--- src/sv/hnp_pkg.sv ---
// shared types, register codes and constants of the half-pixel to nv12 packer
`timescale 1ns / 1ps
`default_nettype none

package hnp_pkg;

  localparam int DefMaxDimension = 4096;
  localparam int DefOffsetWidth  = 25;

  localparam int CfgIdxWidth  = 3;
  localparam int CfgDataWidth = 14;
  localparam int DimWidth     = 13;
  localparam int ChanCfgWidth = 5;
  localparam int StrideWidth  = 14;
  localparam int ChanWidth    = 4;
  localparam int HalfWidth    = 16;
  localparam int ByteWidth    = 8;

  localparam logic [DimWidth-1:0]     ResetFrameWidth  = 13'd1920;
  localparam logic [DimWidth-1:0]     ResetFrameHeight = 13'd1080;
  localparam logic [ChanCfgWidth-1:0] ResetChannels    = 5'd3;
  localparam logic [StrideWidth-1:0]  ResetLumaStride  = 14'd1920;
  localparam logic [StrideWidth-1:0]  ResetChromaStride = 14'd1920;

  // channel codes within a pixel
  localparam logic [ChanWidth-1:0] ChanY = 4'd0;
  localparam logic [ChanWidth-1:0] ChanU = 4'd1;
  localparam logic [ChanWidth-1:0] ChanV = 4'd2;

  // clamp limits of the channel count and of the last channel index
  localparam logic [ChanCfgWidth-1:0] ChanCfgMin  = 5'd3;
  localparam logic [ChanCfgWidth-1:0] ChanCfgMax  = 5'd16;
  localparam logic [ChanWidth-1:0]    LastChanMin = 4'd2;
  localparam logic [ChanWidth-1:0]    LastChanMax = 4'd15;

  localparam logic PlaneLuma   = 1'b0;
  localparam logic PlaneChroma = 1'b1;

  typedef enum logic [CfgIdxWidth-1:0] {
    REG_FRAME_WIDTH   = 3'd0,
    REG_FRAME_HEIGHT  = 3'd1,
    REG_CHANNELS      = 3'd2,
    REG_LUMA_STRIDE   = 3'd3,
    REG_CHROMA_STRIDE = 3'd4
  } reg_idx_e;

  typedef struct packed {
    logic [DimWidth-1:0]     frame_width;
    logic [DimWidth-1:0]     frame_height;
    logic [ChanCfgWidth-1:0] channels_per_pixel;
    logic [StrideWidth-1:0]  luma_stride;
    logic [StrideWidth-1:0]  chroma_stride;
  } cfg_t;

  // item held between address stage and conversion stage
  typedef struct packed {
    logic [HalfWidth-1:0] word;
    logic                 plane;
    logic                 done;
  } stage_t;

endpackage

`default_nettype wire

--- src/sv/hnp_cfg_regs.sv ---
// configuration register bank of the packer
`timescale 1ns / 1ps
`default_nettype none

module hnp_cfg_regs (
  input  logic                            clk_i,
  input  logic                            rst_ni,
  input  logic                            cfg_valid_i,
  output logic                            cfg_ready_o,
  input  logic [hnp_pkg::CfgIdxWidth-1:0]  cfg_index_i,
  input  logic [hnp_pkg::CfgDataWidth-1:0] cfg_data_i,
  output hnp_pkg::cfg_t                   cfg_o
);
  import hnp_pkg::*;

  cfg_t     cfg_q, cfg_d;
  reg_idx_e idx;

  assign idx         = reg_idx_e'(cfg_index_i);
  assign cfg_ready_o = 1'b1;

  always_comb begin
    cfg_d = cfg_q;
    if (cfg_valid_i) begin
      unique case (idx)
        REG_FRAME_WIDTH:   cfg_d.frame_width        = cfg_data_i[DimWidth-1:0];
        REG_FRAME_HEIGHT:  cfg_d.frame_height       = cfg_data_i[DimWidth-1:0];
        REG_CHANNELS:      cfg_d.channels_per_pixel = cfg_data_i[ChanCfgWidth-1:0];
        REG_LUMA_STRIDE:   cfg_d.luma_stride        = cfg_data_i[StrideWidth-1:0];
        REG_CHROMA_STRIDE: cfg_d.chroma_stride      = cfg_data_i[StrideWidth-1:0];
        default: ;
      endcase
    end
  end

  always_ff @(posedge clk_i or negedge rst_ni) begin
    if (!rst_ni) begin
      cfg_q.frame_width        <= ResetFrameWidth;
      cfg_q.frame_height       <= ResetFrameHeight;
      cfg_q.channels_per_pixel <= ResetChannels;
      cfg_q.luma_stride        <= ResetLumaStride;
      cfg_q.chroma_stride      <= ResetChromaStride;
    end else begin
      cfg_q <= cfg_d;
    end
  end

  assign cfg_o = cfg_q;

endmodule

`default_nettype wire

--- src/sv/hnp_addr_gen.sv ---
// frame position counters, plane offsets and the input register stage
`timescale 1ns / 1ps
`default_nettype none

module hnp_addr_gen #(
  parameter int MAX_DIMENSION = hnp_pkg::DefMaxDimension,
  parameter int OFFSET_WIDTH  = hnp_pkg::DefOffsetWidth
) (
  input  logic                          clk_i,
  input  logic                          rst_ni,
  input  hnp_pkg::cfg_t                 cfg_i,
  input  logic                          in_valid_i,
  output logic                          in_stall_o,
  input  logic [hnp_pkg::HalfWidth-1:0] half_sample_i,
  input  logic                          s1_ready_i,
  output logic                          s1_valid_o,
  output hnp_pkg::stage_t               s1_o,
  output logic [OFFSET_WIDTH-1:0]       s1_offset_o
);
  import hnp_pkg::*;

  localparam int DW = $clog2(MAX_DIMENSION);
  localparam logic [DimWidth:0] MaxDimCmp = (DimWidth + 1)'(MAX_DIMENSION);

  logic [ChanWidth-1:0]    ch_q, ch_d;
  logic [DW-1:0]           col_q, col_d;
  logic [DW-1:0]           row_q, row_d;
  logic [OFFSET_WIDTH-1:0] lbase_q, lbase_d;
  logic [OFFSET_WIDTH-1:0] cbase_q, cbase_d;

  logic                    s1_valid_q;
  stage_t                  s1_q;
  logic [OFFSET_WIDTH-1:0] off_q;

  logic [DW-1:0]           wm1, hm1;
  logic [DW:0]             w_full, h_full;
  logic [ChanWidth-1:0]    cpm1;
  logic                    last_ch, last_col, last_row, done;
  logic                    chroma_ok, has_result, in_accept;
  logic [OFFSET_WIDTH-1:0] luma_off, chroma_off, item_off;

  // clamp frame size to 1..MAX_DIMENSION, kept as size minus one
  always_comb begin
    if (cfg_i.frame_width == '0) begin
      wm1 = '0;
    end else if ({1'b0, cfg_i.frame_width} > MaxDimCmp) begin
      wm1 = DW'(MAX_DIMENSION - 1);
    end else begin
      wm1 = DW'(cfg_i.frame_width - 13'd1);
    end
    if (cfg_i.frame_height == '0) begin
      hm1 = '0;
    end else if ({1'b0, cfg_i.frame_height} > MaxDimCmp) begin
      hm1 = DW'(MAX_DIMENSION - 1);
    end else begin
      hm1 = DW'(cfg_i.frame_height - 13'd1);
    end
    if (cfg_i.channels_per_pixel < ChanCfgMin) begin
      cpm1 = LastChanMin;
    end else if (cfg_i.channels_per_pixel > ChanCfgMax) begin
      cpm1 = LastChanMax;
    end else begin
      cpm1 = ChanWidth'(cfg_i.channels_per_pixel - 5'd1);
    end
  end

  assign w_full = {1'b0, wm1} + (DW + 1)'(1);
  assign h_full = {1'b0, hm1} + (DW + 1)'(1);

  assign last_ch  = ch_q >= cpm1;
  assign last_col = col_q >= wm1;
  assign last_row = row_q >= hm1;
  assign done     = last_ch && last_col && last_row;

  // chroma only from the top-left pixel of a complete 2x2 block
  assign chroma_ok = !row_q[0] && !col_q[0] &&
                     (({1'b0, row_q} >> 1) < (h_full >> 1)) &&
                     (({1'b0, col_q} >> 1) < (w_full >> 1));

  assign has_result = (ch_q == ChanY) ||
                      (((ch_q == ChanU) || (ch_q == ChanV)) && chroma_ok);

  assign luma_off   = lbase_q + OFFSET_WIDTH'(col_q);
  assign chroma_off = cbase_q + OFFSET_WIDTH'(col_q) + OFFSET_WIDTH'(ch_q == ChanV);
  assign item_off   = (ch_q == ChanY) ? luma_off : chroma_off;

  assign in_stall_o = s1_valid_q && !s1_ready_i;
  assign in_accept  = in_valid_i && !in_stall_o;

  always_comb begin
    ch_d    = ch_q;
    col_d   = col_q;
    row_d   = row_q;
    lbase_d = lbase_q;
    cbase_d = cbase_q;
    if (in_accept) begin
      if (!last_ch) begin
        ch_d = ch_q + ChanWidth'(1);
      end else begin
        ch_d = '0;
        if (!last_col) begin
          col_d = col_q + DW'(1);
        end else begin
          col_d = '0;
          if (!last_row) begin
            if (row_q[0]) begin
              cbase_d = cbase_q + OFFSET_WIDTH'(cfg_i.chroma_stride);
            end
            row_d   = row_q + DW'(1);
            lbase_d = lbase_q + OFFSET_WIDTH'(cfg_i.luma_stride);
          end else begin
            row_d   = '0;
            lbase_d = '0;
            cbase_d = '0;
          end
        end
      end
    end
  end

  always_ff @(posedge clk_i or negedge rst_ni) begin
    if (!rst_ni) begin
      ch_q       <= '0;
      col_q      <= '0;
      row_q      <= '0;
      lbase_q    <= '0;
      cbase_q    <= '0;
      s1_valid_q <= 1'b0;
    end else begin
      ch_q    <= ch_d;
      col_q   <= col_d;
      row_q   <= row_d;
      lbase_q <= lbase_d;
      cbase_q <= cbase_d;
      if (!in_stall_o) begin
        s1_valid_q <= in_accept && has_result;
      end
    end
  end

  always_ff @(posedge clk_i) begin
    if (in_accept && has_result) begin
      s1_q.word  <= half_sample_i;
      s1_q.plane <= (ch_q == ChanY) ? PlaneLuma : PlaneChroma;
      s1_q.done  <= done;
      off_q      <= item_off;
    end
  end

  assign s1_valid_o  = s1_valid_q;
  assign s1_o        = s1_q;
  assign s1_offset_o = off_q;

  a_hold: assert property (@(posedge clk_i) disable iff (!rst_ni)
    s1_valid_q && !s1_ready_i |=> s1_valid_q && $stable(off_q))
    else $error("held item changed while stalled");

  a_wrap: assert property (@(posedge clk_i) disable iff (!rst_ni)
    in_accept && done |=> ch_q == '0 && col_q == '0 && row_q == '0 &&
                          lbase_q == '0 && cbase_q == '0)
    else $error("counters not cleared after final word");

  a_chroma_pos: assert property (@(posedge clk_i) disable iff (!rst_ni)
    in_accept && has_result && ch_q != ChanY |-> !row_q[0] && !col_q[0])
    else $error("chroma item at odd position");

endmodule

`default_nettype wire

--- src/sv/hnp_convert.sv ---
// fp16 times 255 with round half to even and saturation, plus result register
`timescale 1ns / 1ps
`default_nettype none

module hnp_convert #(
  parameter int OFFSET_WIDTH = hnp_pkg::DefOffsetWidth
) (
  input  logic                          clk_i,
  input  logic                          rst_ni,
  input  logic                          s1_valid_i,
  output logic                          s1_ready_o,
  input  hnp_pkg::stage_t               s1_i,
  input  logic [OFFSET_WIDTH-1:0]       s1_offset_i,
  output logic                          out_valid_o,
  input  logic                          out_stall_i,
  output logic [hnp_pkg::ByteWidth-1:0] byte_value_o,
  output logic                          plane_select_o,
  output logic [OFFSET_WIDTH-1:0]       byte_offset_o,
  output logic                          frame_done_o
);
  import hnp_pkg::*;

  function automatic logic [ByteWidth-1:0] half_to_byte(input logic [HalfWidth-1:0] h);
    logic                 sgn;
    logic [4:0]           ex;
    logic [9:0]           man;
    logic [10:0]          sig;
    logic [18:0]          p;
    logic [4:0]           k;
    logic [24:0]          pw;
    logic [19:0]          q;
    logic [24:0]          rem;
    logic [24:0]          hlf;
    logic [ByteWidth-1:0] res;
    sgn = h[15];
    ex  = h[14:10];
    man = h[9:0];
    res = '0;
    if (ex == 5'd31) begin
      res = (man != '0 || sgn) ? 8'd0 : 8'd255;
    end else if (!sgn) begin
      sig = (ex == 5'd0) ? {1'b0, man} : {1'b1, man};
      // sig * 255 as a shift and subtract
      p = {sig, 8'b0} - {8'b0, sig};
      if (p == '0) begin
        res = 8'd0;
      end else if (ex >= 5'd25) begin
        res = 8'd255;
      end else begin
        k   = (ex == 5'd0) ? 5'd24 : 5'd25 - ex;
        pw  = {6'b0, p};
        q   = 20'(pw >> k);
        rem = pw & ((25'd1 << k) - 25'd1);
        hlf = 25'd1 << (k - 5'd1);
        if (rem > hlf || (rem == hlf && q[0])) begin
          q = q + 20'd1;
        end
        res = (q > 20'd255) ? 8'd255 : q[7:0];
      end
    end
    return res;
  endfunction

  logic                    out_valid_q;
  logic [ByteWidth-1:0]    byte_q;
  logic                    plane_q;
  logic [OFFSET_WIDTH-1:0] off_q;
  logic                    done_q;
  logic                    load_en;

  assign load_en    = !out_valid_q || !out_stall_i;
  assign s1_ready_o = load_en;

  always_ff @(posedge clk_i or negedge rst_ni) begin
    if (!rst_ni) begin
      out_valid_q <= 1'b0;
    end else if (load_en) begin
      out_valid_q <= s1_valid_i;
    end
  end

  always_ff @(posedge clk_i) begin
    if (load_en && s1_valid_i) begin
      byte_q  <= half_to_byte(s1_i.word);
      plane_q <= s1_i.plane;
      off_q   <= s1_offset_i;
      done_q  <= s1_i.done;
    end
  end

  assign out_valid_o    = out_valid_q;
  assign byte_value_o   = byte_q;
  assign plane_select_o = plane_q;
  assign byte_offset_o  = off_q;
  assign frame_done_o   = done_q;

  a_move: assert property (@(posedge clk_i) disable iff (!rst_ni)
    s1_valid_i && s1_ready_o |=> out_valid_q)
    else $error("item lost between stages");

  a_pos_inf: assert property (@(posedge clk_i) disable iff (!rst_ni)
    s1_valid_i && s1_ready_o && s1_i.word == 16'h7C00 |=> byte_q == 8'd255)
    else $error("positive infinity not saturated");

  a_negative: assert property (@(posedge clk_i) disable iff (!rst_ni)
    s1_valid_i && s1_ready_o && s1_i.word[15] |=> byte_q == 8'd0)
    else $error("negative word gave nonzero byte");

endmodule

`default_nettype wire

--- src/sv/half_pixel_to_nv12_packer_top.sv ---
// Half-precision pixel to NV12 packer, top level.
//
// Input channel: one fp16 channel word per item on half_sample_i, pixel-major,
// channels_per_pixel words per pixel, rows in order; channel 0 is Y, 1 is U,
// 2 is V, higher channels are consumed without a result. Each Y word yields a
// luma byte; U and V yield interleaved chroma bytes at even rows and columns
// of the complete 2x2 area. frame_done_o marks the result of the frame's last
// word, if that word yields one. Configuration writes go through cfg_valid_i/
// cfg_index_i/cfg_data_i, always ready, and take effect on the next item.
// Throughput: one item per clock while the input is not stalled. A result
// passes the frame counters and offset adder into the input register, then
// the fp16 multiply-round unit into the result register.
// A receiver stall holds the result register; the input register keeps one
// more item, and the input stalls only when both are full.
// Reset clears the frame position and both row bases and loads the default
// 1920x1080, three channel, 1920 byte stride configuration.
`timescale 1ns / 1ps
`default_nettype none

module half_pixel_to_nv12_packer_top #(
  parameter int MAX_DIMENSION = hnp_pkg::DefMaxDimension,
  parameter int OFFSET_WIDTH  = hnp_pkg::DefOffsetWidth
) (
  input  logic                            clk_i,
  input  logic                            rst_ni,
  input  logic                            cfg_valid_i,
  output logic                            cfg_ready_o,
  input  logic [hnp_pkg::CfgIdxWidth-1:0]  cfg_index_i,
  input  logic [hnp_pkg::CfgDataWidth-1:0] cfg_data_i,
  input  logic                            in_valid_i,
  output logic                            in_stall_o,
  input  logic [hnp_pkg::HalfWidth-1:0]   half_sample_i,
  output logic                            out_valid_o,
  input  logic                            out_stall_i,
  output logic [hnp_pkg::ByteWidth-1:0]   byte_value_o,
  output logic                            plane_select_o,
  output logic [OFFSET_WIDTH-1:0]         byte_offset_o,
  output logic                            frame_done_o
);
  import hnp_pkg::*;

  cfg_t                    cfg;
  logic                    s1_valid;
  logic                    s1_ready;
  stage_t                  s1;
  logic [OFFSET_WIDTH-1:0] s1_offset;

  hnp_cfg_regs u_cfg_regs (
    .clk_i       (clk_i),
    .rst_ni      (rst_ni),
    .cfg_valid_i (cfg_valid_i),
    .cfg_ready_o (cfg_ready_o),
    .cfg_index_i (cfg_index_i),
    .cfg_data_i  (cfg_data_i),
    .cfg_o       (cfg)
  );

  hnp_addr_gen #(
    .MAX_DIMENSION (MAX_DIMENSION),
    .OFFSET_WIDTH  (OFFSET_WIDTH)
  ) u_addr_gen (
    .clk_i         (clk_i),
    .rst_ni        (rst_ni),
    .cfg_i         (cfg),
    .in_valid_i    (in_valid_i),
    .in_stall_o    (in_stall_o),
    .half_sample_i (half_sample_i),
    .s1_ready_i    (s1_ready),
    .s1_valid_o    (s1_valid),
    .s1_o          (s1),
    .s1_offset_o   (s1_offset)
  );

  hnp_convert #(
    .OFFSET_WIDTH (OFFSET_WIDTH)
  ) u_convert (
    .clk_i          (clk_i),
    .rst_ni         (rst_ni),
    .s1_valid_i     (s1_valid),
    .s1_ready_o     (s1_ready),
    .s1_i           (s1),
    .s1_offset_i    (s1_offset),
    .out_valid_o    (out_valid_o),
    .out_stall_i    (out_stall_i),
    .byte_value_o   (byte_value_o),
    .plane_select_o (plane_select_o),
    .byte_offset_o  (byte_offset_o),
    .frame_done_o   (frame_done_o)
  );

endmodule

`default_nettype wire

--- config.mk ---
export PLATFORM = sky130hd
export DESIGN_NAME = half_pixel_to_nv12_packer_top
export DESIGN_NICKNAME = d
export VERILOG_FILES = /design/src/sv/hnp_pkg.sv /design/src/sv/hnp_cfg_regs.sv /design/src/sv/hnp_addr_gen.sv /design/src/sv/hnp_convert.sv /design/src/sv/half_pixel_to_nv12_packer_top.sv
export SDC_FILE = /design/constraint.sdc
export NUM_CORES = 1
export LEC_CHECK = 0
export BUFFER_PORTS_ARGS = -buffer_cell sky130_fd_sc_hd__buf_2
export CAP_MARGIN = 10
export CORE_UTILIZATION = 34
export DETAILED_ROUTE_END_ITERATION = 16
export PLACE_DENSITY = 0.52
export SETUP_SLACK_MARGIN = 0.3
export SLEW_MARGIN = 20
export SYNTH_ARGS = -nofsm -noshare
export SYNTH_HDL_FRONTEND = slang
export SYNTH_SLANG_ARGS = --single-unit
--- constraint.sdc ---
create_clock -name clk_i -period 10.14 [get_ports clk_i]
set_input_delay 2.535 -clock clk_i [delete_from_list [all_inputs] [get_ports clk_i]]
set_output_delay 2.535 -clock clk_i [all_outputs]
set_load 0.01 [all_outputs]
# Yosys cells after proc, flatten, opt, wreduce, memory -nomap -nowiden

Index checks and enable logic that the tools add are counted.
W data, S select, Z words.

Bits in registers: 217
Output and inout port bits: 38
Logic and storage cells: 128

Add/subtract/negate cells: 18
$lt $le $gt $ge: 12
Equal/unequal tests: 8
Shift operators: 3
Multiplexer cells: 28
Bitwise logic cells: 1
Reductions and logical operators: 38

Operators with widths:

| operator                | count |
|---|---|
| $mux W20                | 6 |
| $mux W25                | 4 |
| $mux W12                | 6 |
| $add A25 B12 Y25        | 2 |
| $add A25 B14 Y25        | 2 |
| $shl A1 B5 Y25 const A  | 2 |
| $mux W8                 | 6 |
| $add A12 B1 Y13 const B | 2 |
| $gt A13 B13 Y1 const B  | 2 |
| $logic_not A13 Y1       | 2 |
| $add A25 B1 Y25         | 1 |
| $and A19 B25 Y25        | 1 |
| $eq A25 B25 Y1          | 1 |
| $gt A25 B25 Y1          | 1 |
| $sub A25 B1 Y25 const B | 1 |
| $add A12 B1 Y12 const B | 2 |
| $ge A12 B12 Y1          | 2 |
| $lt A11 B12 Y1          | 2 |
| $sub A12 B1 Y12 const B | 2 |
| $add A20 B1 Y20 const B | 1 |
| $gt A20 B8 Y1 const B   | 1 |
| $shr A19 B5 Y20         | 1 |
| $logic_not A19 Y1       | 1 |
| $sub A19 B11 Y19        | 1 |
| other kinds (29)        | 56 |

# Longest topological paths before layout

Gate-level depths: netlist of the first run.

Word-level depth: 20
Mapped depth: 31
Mapped depth without buffers: 26

# Cells and area by module

From an unflattened synthesis of the first run, not the netlist that was laid out.

Cell total of the unflattened synthesis: 1966
Area, all modules: 17620.6 um^2

Modules (own cells, without submodules):

| module       | instances | cells an instance | area an instance (um^2) | seq. area each (um^2) |
|---|---|---|---|---|
| hnp_addr_gen | 1         | 1211              | 10511.3                 | 3268.1 |
| hnp_convert  | 1         | 625               | 4830.9                  | 1076.0 |
| hnp_cfg_regs | 1         | 130               | 2278.4                  | 1498.9 |

# Least setup slack after synthesis of the first run

Ideal clock, no wire load.

Path type: register to register
From: register u_cfg_regs.cfg_q (netlist bit u_cfg_regs.cfg_o[33])
To: register u_addr_gen.s1_q (netlist bit u_addr_gen.s1_o[0]), enable pin
Data arrival time: 6855 ps
Required time: 9682 ps
Path slack: 2828 ps
Stages on the path, launching flop included: 24
Path buffers: 2
Clock period less this slack: 7312 ps
Path through: dfrtp_1 inv_1 ha_1 nand2_1 or3_1 or4_1 clkbuf_1 or4_1 clkbuf_1 maj3_1 ha_1 xor2_1 ha_1 a21o_1 a21o_1 a21o_1 a21o_1 a21o_1 a21o_1 a21o_1 a211oi_1 o21a_1 o22ai_1 a21oi_1

Cells in the longest elaborated chain, start to end: 10

RTL lines:

| what                                                     | line                                   | source |
|---|---|---|
| start, declared                                          | hnp_cfg_regs.sv:16                     | `cfg_t cfg_q, cfg_d;` |
| start signal, assigned                                   | hnp_cfg_regs.sv:44                     | `cfg_q <= cfg_d;` |
| $sub A12 B1 Y12 / $gt A13 B13 Y1 (equally long branches) | hnp_addr_gen.sv:56, hnp_addr_gen.sv:53 |  |
| $mux W12                                                 | hnp_addr_gen.sv:53                     | `end else if ({1'b0, cfg_i.frame_height} > MaxDimCmp) begin` |
| $mux W12 (*)                                             | hnp_addr_gen.sv:51                     | `if (cfg_i.frame_height == '0) begin` |
| $add A12 B1 Y13 (*)                                      | hnp_addr_gen.sv:68                     | `assign h_full = {1'b0, hm1} + (DW + 1)'(1);` |
| $lt A11 B12 Y1 (*)                                       | hnp_addr_gen.sv:77                     | `(({1'b0, row_q} >> 1) < (h_full >> 1)) &&` |
| $logic_and A1 B1 Y1 (*)                                  | hnp_addr_gen.sv:76                     | `assign chroma_ok = !row_q[0] && !col_q[0] &&` |
| $logic_and A1 B1 Y1 (*)                                  | hnp_addr_gen.sv:77                     |  |
| $logic_and A1 B1 Y1 (*)                                  | hnp_addr_gen.sv:81                     | `(((ch_q == ChanU) \|\| (ch_q == ChanV)) && chroma_ok);` |
| $logic_or A1 B1 Y1 (*)                                   | hnp_addr_gen.sv:80                     | `assign has_result = (ch_q == ChanY) \|\|` |
| $logic_and A1 B1 Y1 (*)                                  | hnp_addr_gen.sv:142                    | `if (in_accept && has_result) begin` |
| end, declared                                            | hnp_addr_gen.sv:32                     | `stage_t s1_q;` |

Mark *: on every way between the ends. The rest lies on a longest branch, timed or not.
A chain may end at the register's enable or synchronous reset.

# Worst setup path in the final report of the first run

From: register u_addr_gen.s1_q (netlist bit u_addr_gen.s1_o[13])
To: register u_convert.byte_q[3], in the netlist u_convert.byte_value_o[3], data pin

Cells in the longest elaborated chain, start to end: 20

RTL lines:

| what                                                                     | line              | source |
|---|---|---|
| parallel branches: the longest is 19 deep, another holds $sub A25 B1 Y25 | n/a               |  |
| $mux W8 (*)                                                              | hnp_convert.sv:39 | `if (ex == 5'd31) begin` |
| end signal, assigned                                                     | hnp_convert.sv:84 | `byte_q <= half_to_byte(s1_i.word);` |
| end, declared                                                            | hnp_convert.sv:65 | `logic [ByteWidth-1:0] byte_q;` |

Every way passes the cells marked *. The select of a mux whose other input is x is not followed.

==> results of run 1 <==
## metal layers
metal,track usage [%],up-vias
met3,2.36,92
met5,0,-
met4,7.48,0
met2,36.6,404
met1,26.8,7040
li1,-,7026
## path summary, 6_finish.rpt
check                                     startpoint                         end  slack (ns)
max                              u_addr_gen.s1_o[13]   u_convert.byte_value_o[3]        2.64
min                        u_addr_gen.s1_offset_o[7]  u_convert.byte_offset_o[7]        0.42
min reg2reg                u_addr_gen.s1_offset_o[7]  u_convert.byte_offset_o[7]        0.42
max reg2reg                      u_addr_gen.s1_o[13]   u_convert.byte_value_o[3]        2.64
min in group asynchronous                     rst_ni         u_addr_gen.row_q[6]        2.05
max in group asynchronous                     rst_ni         u_addr_gen.col_q[4]        6.84
## metrics by stage
step / hold slack, ns / util [%] / instance area, µm²
finish: 0.416 / 38.7 / 18900
global route: 0.422 / 38.7 / 18900
CTS: 0.418 / 38.7 / 18900
detailed placement: 0.405 / 36.7 / 17900
global placement: 0.401 / 36.7 / 17900
floorplan: 0.400 / - / 16800
## critical path, stage by stage (launching register included)
cell	delay [ns]
edfxtp_1	0.35
clkinv_1	0.53
ha_1	0.85
nand2b_1	0.22
mux2_2	0.34
o211ai_1	0.18
o311a_1	0.24
and2_1	0.30
o21ai_0	0.15
nand3_1	0.28
nor2_1	0.14
xor2_1	0.17
nor2_1	0.06
ha_1	0.32
nand4_1	0.12
or3_1	0.41
nor3_1	0.17
o21ai_0	0.15
a21oi_1	0.18
a41oi_1	0.10
nor3_1	0.69
o2111ai_1	0.26
a21boi_2	0.19
o221ai_2	0.13
nor4b_4	0.50
a21oi_1	0.15
## registers in the layout, indices dropped and copies added, names as in the netlist
name and flops:
u_addr_gen.cbase_q 25, u_addr_gen.ch_q 4, u_addr_gen.col_q 12, u_addr_gen.lbase_q 25, u_addr_gen.row_q 12, u_addr_gen.s1_o 18, u_addr_gen.s1_offset_o 25, u_addr_gen.s1_valid_o 1
u_cfg_regs.cfg_o 59, u_convert.byte_offset_o 25, u_convert.byte_value_o 8, u_convert.frame_done_o 1, u_convert.out_valid_o 1, u_convert.plane_select_o 1
## logic make-up (layout without fill, tap and decap cells)
kind of cell	after synthesis	count (layout)	share of synthesized area [%]
AOI/OAI and AO/OA	522	522	20.6
muxes	82	82	5.42
other	1	1	0.0223
xor gates and xnor gates	115	115	6.00
and+or+nand+nor	620	620	18.8
buffers and inverters	152	227	3.53
DFF	217	217	34.8
adders and majority gates	142	142	10.8
## synth_stat cells, types with 12 or more instances
master / count
ha_1: 136
mux2_2: 61
o22ai_1: 12
edfxtp_1: 78
o21a_1: 17
a21o_1: 44
and3_1: 30
nand4_1: 27
dfstp_2: 18
nand2b_1: 22
a22o_1: 23
or4_1: 21
nor2_1: 125
o31ai_1: 27
o21bai_1: 14
xnor2_1: 65
a211oi_1: 22
inv_1: 72
clkbuf_1: 69
or3_1: 23
a21oi_1: 125
o21ai_0: 124
nand3_1: 57
nor3_1: 55
dfrtp_1: 121
nor4_1: 16
mux2i_1: 20
xor2_1: 50
o211ai_1: 13
nand2_1: 172
nor2b_1: 15
## power groups by stage
stage	logic, mW	clock network (mW)	registers (mW)
final	1.97	1.04	1.31
after global routing	2.18	1.11	1.33
after CTS	1.97	1.08	1.31
after detailed placement	1.96	0	1.32
after global placement	1.97	0	1.32
after floorplan	1.36	0	1.26
## layout make-up
type                       instances  area (µm²)  area share (%)
tap                              664         831            4.39
inverter                          74         278            1.47
multi-input combinational       1482       10400            55.0
clock inverter                    17         208            1.10
timing repair buffer             103         594            3.14
clock buffer                      33         759            4.02
sequential                       217        5840            30.9
==> flow_summary.ini, run 1 <==
[layout]
drive_above_1_share_pct = 13.6
final_cell_mix = nand2_1, ha_1, nor2_1, a21oi_1, o21ai_0
syn2layout_area_growth_pct = 12.6
diodes = 0
fill_cells = 4969
fin_nets = 2084
final_cell_count_no_fill = 2590
final_common_cell = nand2_1

[pwr]
ir_drop_mv = 0.133
total_power_mw = 4.32
comb_power_share_pct = 45.6
p_switching_mw = 1.81
p_int_mw = 2.51
p_per_area_nw_per_um2 = 229
p_leak_nw = 8.01
power_frac_seq_pct = 30.3
p_sw_share_pct = 42.0
clockPowerShare_pct = 24.1

[yosys]
synthDistinctLibCells = 98
yosys.area.top_type = dfrtp_1
synthesis.instances = 1851
synth-edff-count = 78
syn_nets = 2030
ys.flop_type = dfrtp_1
yosys.area.top_type_share_pct = 18.0
ys_seq_area_share_pct = 34.8
synth_area_leaders = dfrtp_1, edfxtp_1, ha_1
synth-seq-cells = 217
async_reset_ff_share_pct = 64.1
synth_area_um2 = 16800
syn_area_per_cell_um2 = 9.07
yosys_warnings = 0

[timing]
slew_viol_final = 0
finalSetupViolations = 0
worst_pin_slew_ns = 1.02
worst_slack_ns = 2.64
period_share_pct = 73.9
clock_skew_ns = 0.0251
slew_headroom_pct = 31.0
rsz0062_at_grt = false
hold_violations = 0
timing.fmax_mhz = 133
setup_tns_ns = 0
period_minus_slack_ns = 7.50

[die]
initial_core_util_pct = 34.4
dieArea_um2 = 50300
dieWidth_um = 224
ios = 76
die_y_um = 224
core_area_um2 = 48800
row_count = 81

[place]
port_buffers = 74
pre_cts_slack_ns = 2.85
hpwl_um = 40000
gp_congestion = 0.931
place_inst = 2540

[detailed_routing]
met3_length_um = 2380
firstDrtPassIters = 6
vias = 14600
maxUsedRoutingLayer = met4
drt-met1-wl_um = 23100
via_per_inst = 5.62
wl_per_cell_um = 20.4
drc = 0
totalWireLength_um = 52800
antenna_left = 0
drt-initial-drc-count = 995
wl_met2_um = 25300

[setup_path]
reg2reg_depth = 25
worstPathArrival_ns = 7.77
critPathMaxFanout = 18
endpoint_kind = flop
cp-start-kind = flop
critPathRequiredTime_ns = 10.41
critPathKind = flop to flop

[clock_network]
ctsHoldBuffers = 0
cts_tree = built
numCtsBuffers = 27
cts_sinks = 217
cts_buffer_depth = 3
insertion_delay_ns = 0.58
post-cts-setup-buffers = 0
h-tree-depth = 1
clockRootBuffer = clkbuf_16
ctsResizeCount = 0
path_clk_slew_ns = 0.07

[grt]
grt_pass1_wl_um = 82900
grt.overflow.total = 0
grt_start_max_net_pins = 91
antenna_found_initial = 1
grt.total_usage_pct = 21.0
grt_pass1_vias = 14500

[min_path]
hold-path-cell-count = 0
hold_path.class = flop to flop

[run_status]
status = finished clean

[run]
maxCapViolations = 0
Note: power is estimated with default switching activity, not from simulation.
==> run 2, diff against run 1 <==
--- a/config.mk
+++ b/config.mk
@@ -9,7 +9,7 @@
 export CAP_MARGIN = 10
 export CORE_UTILIZATION = 34
 export DETAILED_ROUTE_END_ITERATION = 16
-export PLACE_DENSITY = 0.52
+export PLACE_DENSITY = 0.54
 export SETUP_SLACK_MARGIN = 0.3
 export SLEW_MARGIN = 20
 export SYNTH_ARGS = -nofsm -noshare
==> constraint.sdc (replaced) <==
create_clock -name clk_i -period 6.7 [get_ports clk_i]
set_input_delay 1.675 -clock clk_i [delete_from_list [all_inputs] [get_ports clk_i]]
set_output_delay 1.675 -clock clk_i [all_outputs]
set_load 0.01 [all_outputs]
==> flow_summary.ini, run 2 (synthesis gave the netlist of run 1 again) <==
[setup_path]
cp-start-kind = flop
slowest_delay_ns = 0.46
critPathRequiredTime_ns = 6.97
crit_path_top_delay_cell = nor3_2
cpMostUsedCell = buf_4
endpoint_kind = flop
critPathKind = flop to flop
critPathMaxFanout = 24
worstPathArrival_ns = 6.35

[layout]
final_cell_mix = nand2_1, ha_1, nor2_1
final_common_cell = nand2_1
diodes = 0
fin_nets = 2111
syn2layout_area_growth_pct = 13.7
largest_register_ff_count = 59
post-route-util_pct = 39.1
drive_above_1_share_pct = 14.8
final_cell_area_um2 = 19100

[clock_network]
ctsHoldBuffers = 0
cts_sinks = 217
h-tree-depth = 1
path_clk_slew_ns = 0.06
clockRootBuffer = clkbuf_16
insertion_delay_ns = 0.59
cts_tree = built
numCtsBuffers = 28
cts_buffer_depth = 3

[grt]
grt_start_max_net_pins = 101
grt_pass1_vias = 14400
grt.total_usage_pct = 21.1
grt.overflow.total = 0
grt_pass1_wl_um = 83100
antenna_found_initial = 0

[detailed_routing]
totalWireLength_um = 53100
firstDrtPassIters = 5
drc = 0
drt-initial-drc-count = 981
via_per_inst = 5.61
vias = 14700
antenna_left = 0
wl_per_cell_um = 20.3

[timing]
rsz0062_at_grt = true
finalSetupViolations = 0
hold_violations = 0
whs_ns = 0.417
setup_tns_ns = 0
period_share_pct = 90.7
period_minus_slack_ns = 6.08
worst_pin_slew_ns = 1.15
clock_skew_ns = 0.0251
slew_headroom_pct = 22.3
timing.fmax_mhz = 165
slew_viol_final = 0

[die]
ios = 76
dieArea_um2 = 50300
row_count = 81
die_y_um = 224
dieWidth_um = 224
initial_core_util_pct = 34.4
core_area_um2 = 48800

[pwr]
ir_drop_mv = 0.202
p_leak_nw = 8.10
total_power_mw = 6.54
p_per_area_nw_per_um2 = 343

[place]
place_area_um2 = 18100
gp_congestion = 0.995
port_buffers = 74
hpwl_um = 40800

[run]
maxCapViolations = 0

[min_path]
hold_path.class = flop to flop

[run_status]
status = finished clean
## run 2: cell types whose count changed in the layout (fill, tap and decap cells not counted), sizes merged
cell      delta
buf         +26
clkinvlp     -1
bufinv       -2
clkinv       -2
clkbuf       +7
## run 2: layout make-up
type,count,area (µm²)
multi-input combinational,1482,10400
fill,5005,29700
clock inverter,12,148
sequential,217,5840
inverter,74,278
timing repair buffer,129,802
tap,664,831
clock buffer,40,766
## run 2: per-layer routing
| metal | global-route usage, % | part of all wire, % | vias to the layer above | routed length, µm |
|---|---|---|---|---|
| met5 | 0 | 0 | - | 0 |
| met4 | 8.12 | 4.1 | 0 | 2180 |
| met3 | 2.50 | 4.6 | 109 | 2460 |
| met2 | 36.8 | 48 | 409 | 25500 |
| met1 | 26.5 | 43 | 7105 | 22900 |
| li1 | - | - | 7071 | - |
## run 2: power by group
part / switching (mW) / internal, mW
Clock: 0.612 / 0.877
Combinational: 1.92 / 1.17
Sequential: 0.248 / 1.72
## run 2: metrics by stage
step | setup WS (ns) | std cells
floorplan | 0.340 | 1851
global placement | 0.539 | 2565
detailed placement | 0.301 | 2565
CTS | 0.356 | 2617
global route | 0.273 | 2618
finish | 0.623 | 2618
## run 2: path summary, 6_finish.rpt
path	start	endpoint	slack (ns)	cells after the start
worst max-delay path	u_addr_gen.s1_o[14]	u_convert.byte_value_o[1]	0.62	28
worst min-delay path	u_addr_gen.s1_offset_o[21]	u_convert.byte_offset_o[21]	0.42	0
worst max register to register	u_addr_gen.s1_o[14]	u_convert.byte_value_o[1]	0.62	28
worst min register to register	u_addr_gen.s1_offset_o[21]	u_convert.byte_offset_o[21]	0.42	0
max in group asynchronous	rst_ni	u_cfg_regs.cfg_o[24]	4.33	2
min in group asynchronous	rst_ni	u_cfg_regs.cfg_o[30]	1.15	1
## run 2: worst max-delay path, delay by kind of cell (launching register included)
kind | cells | cell delay [ns]
simple gates | 10 | 2.31
compound gates | 11 | 1.57
buf+inv | 4 | 0.74
fa+ha+maj | 2 | 0.63
flops | 1 | 0.35
xor+xnor | 1 | 0.18
## run 2: repair_timing
item | CTS | global route
setup buffers | 0 | 1
gates cloned | 0 | 0
gates resized for setup | 0 | 8
pin swaps | 1 | 1
endpoints found under the setup margin | 1 | 51
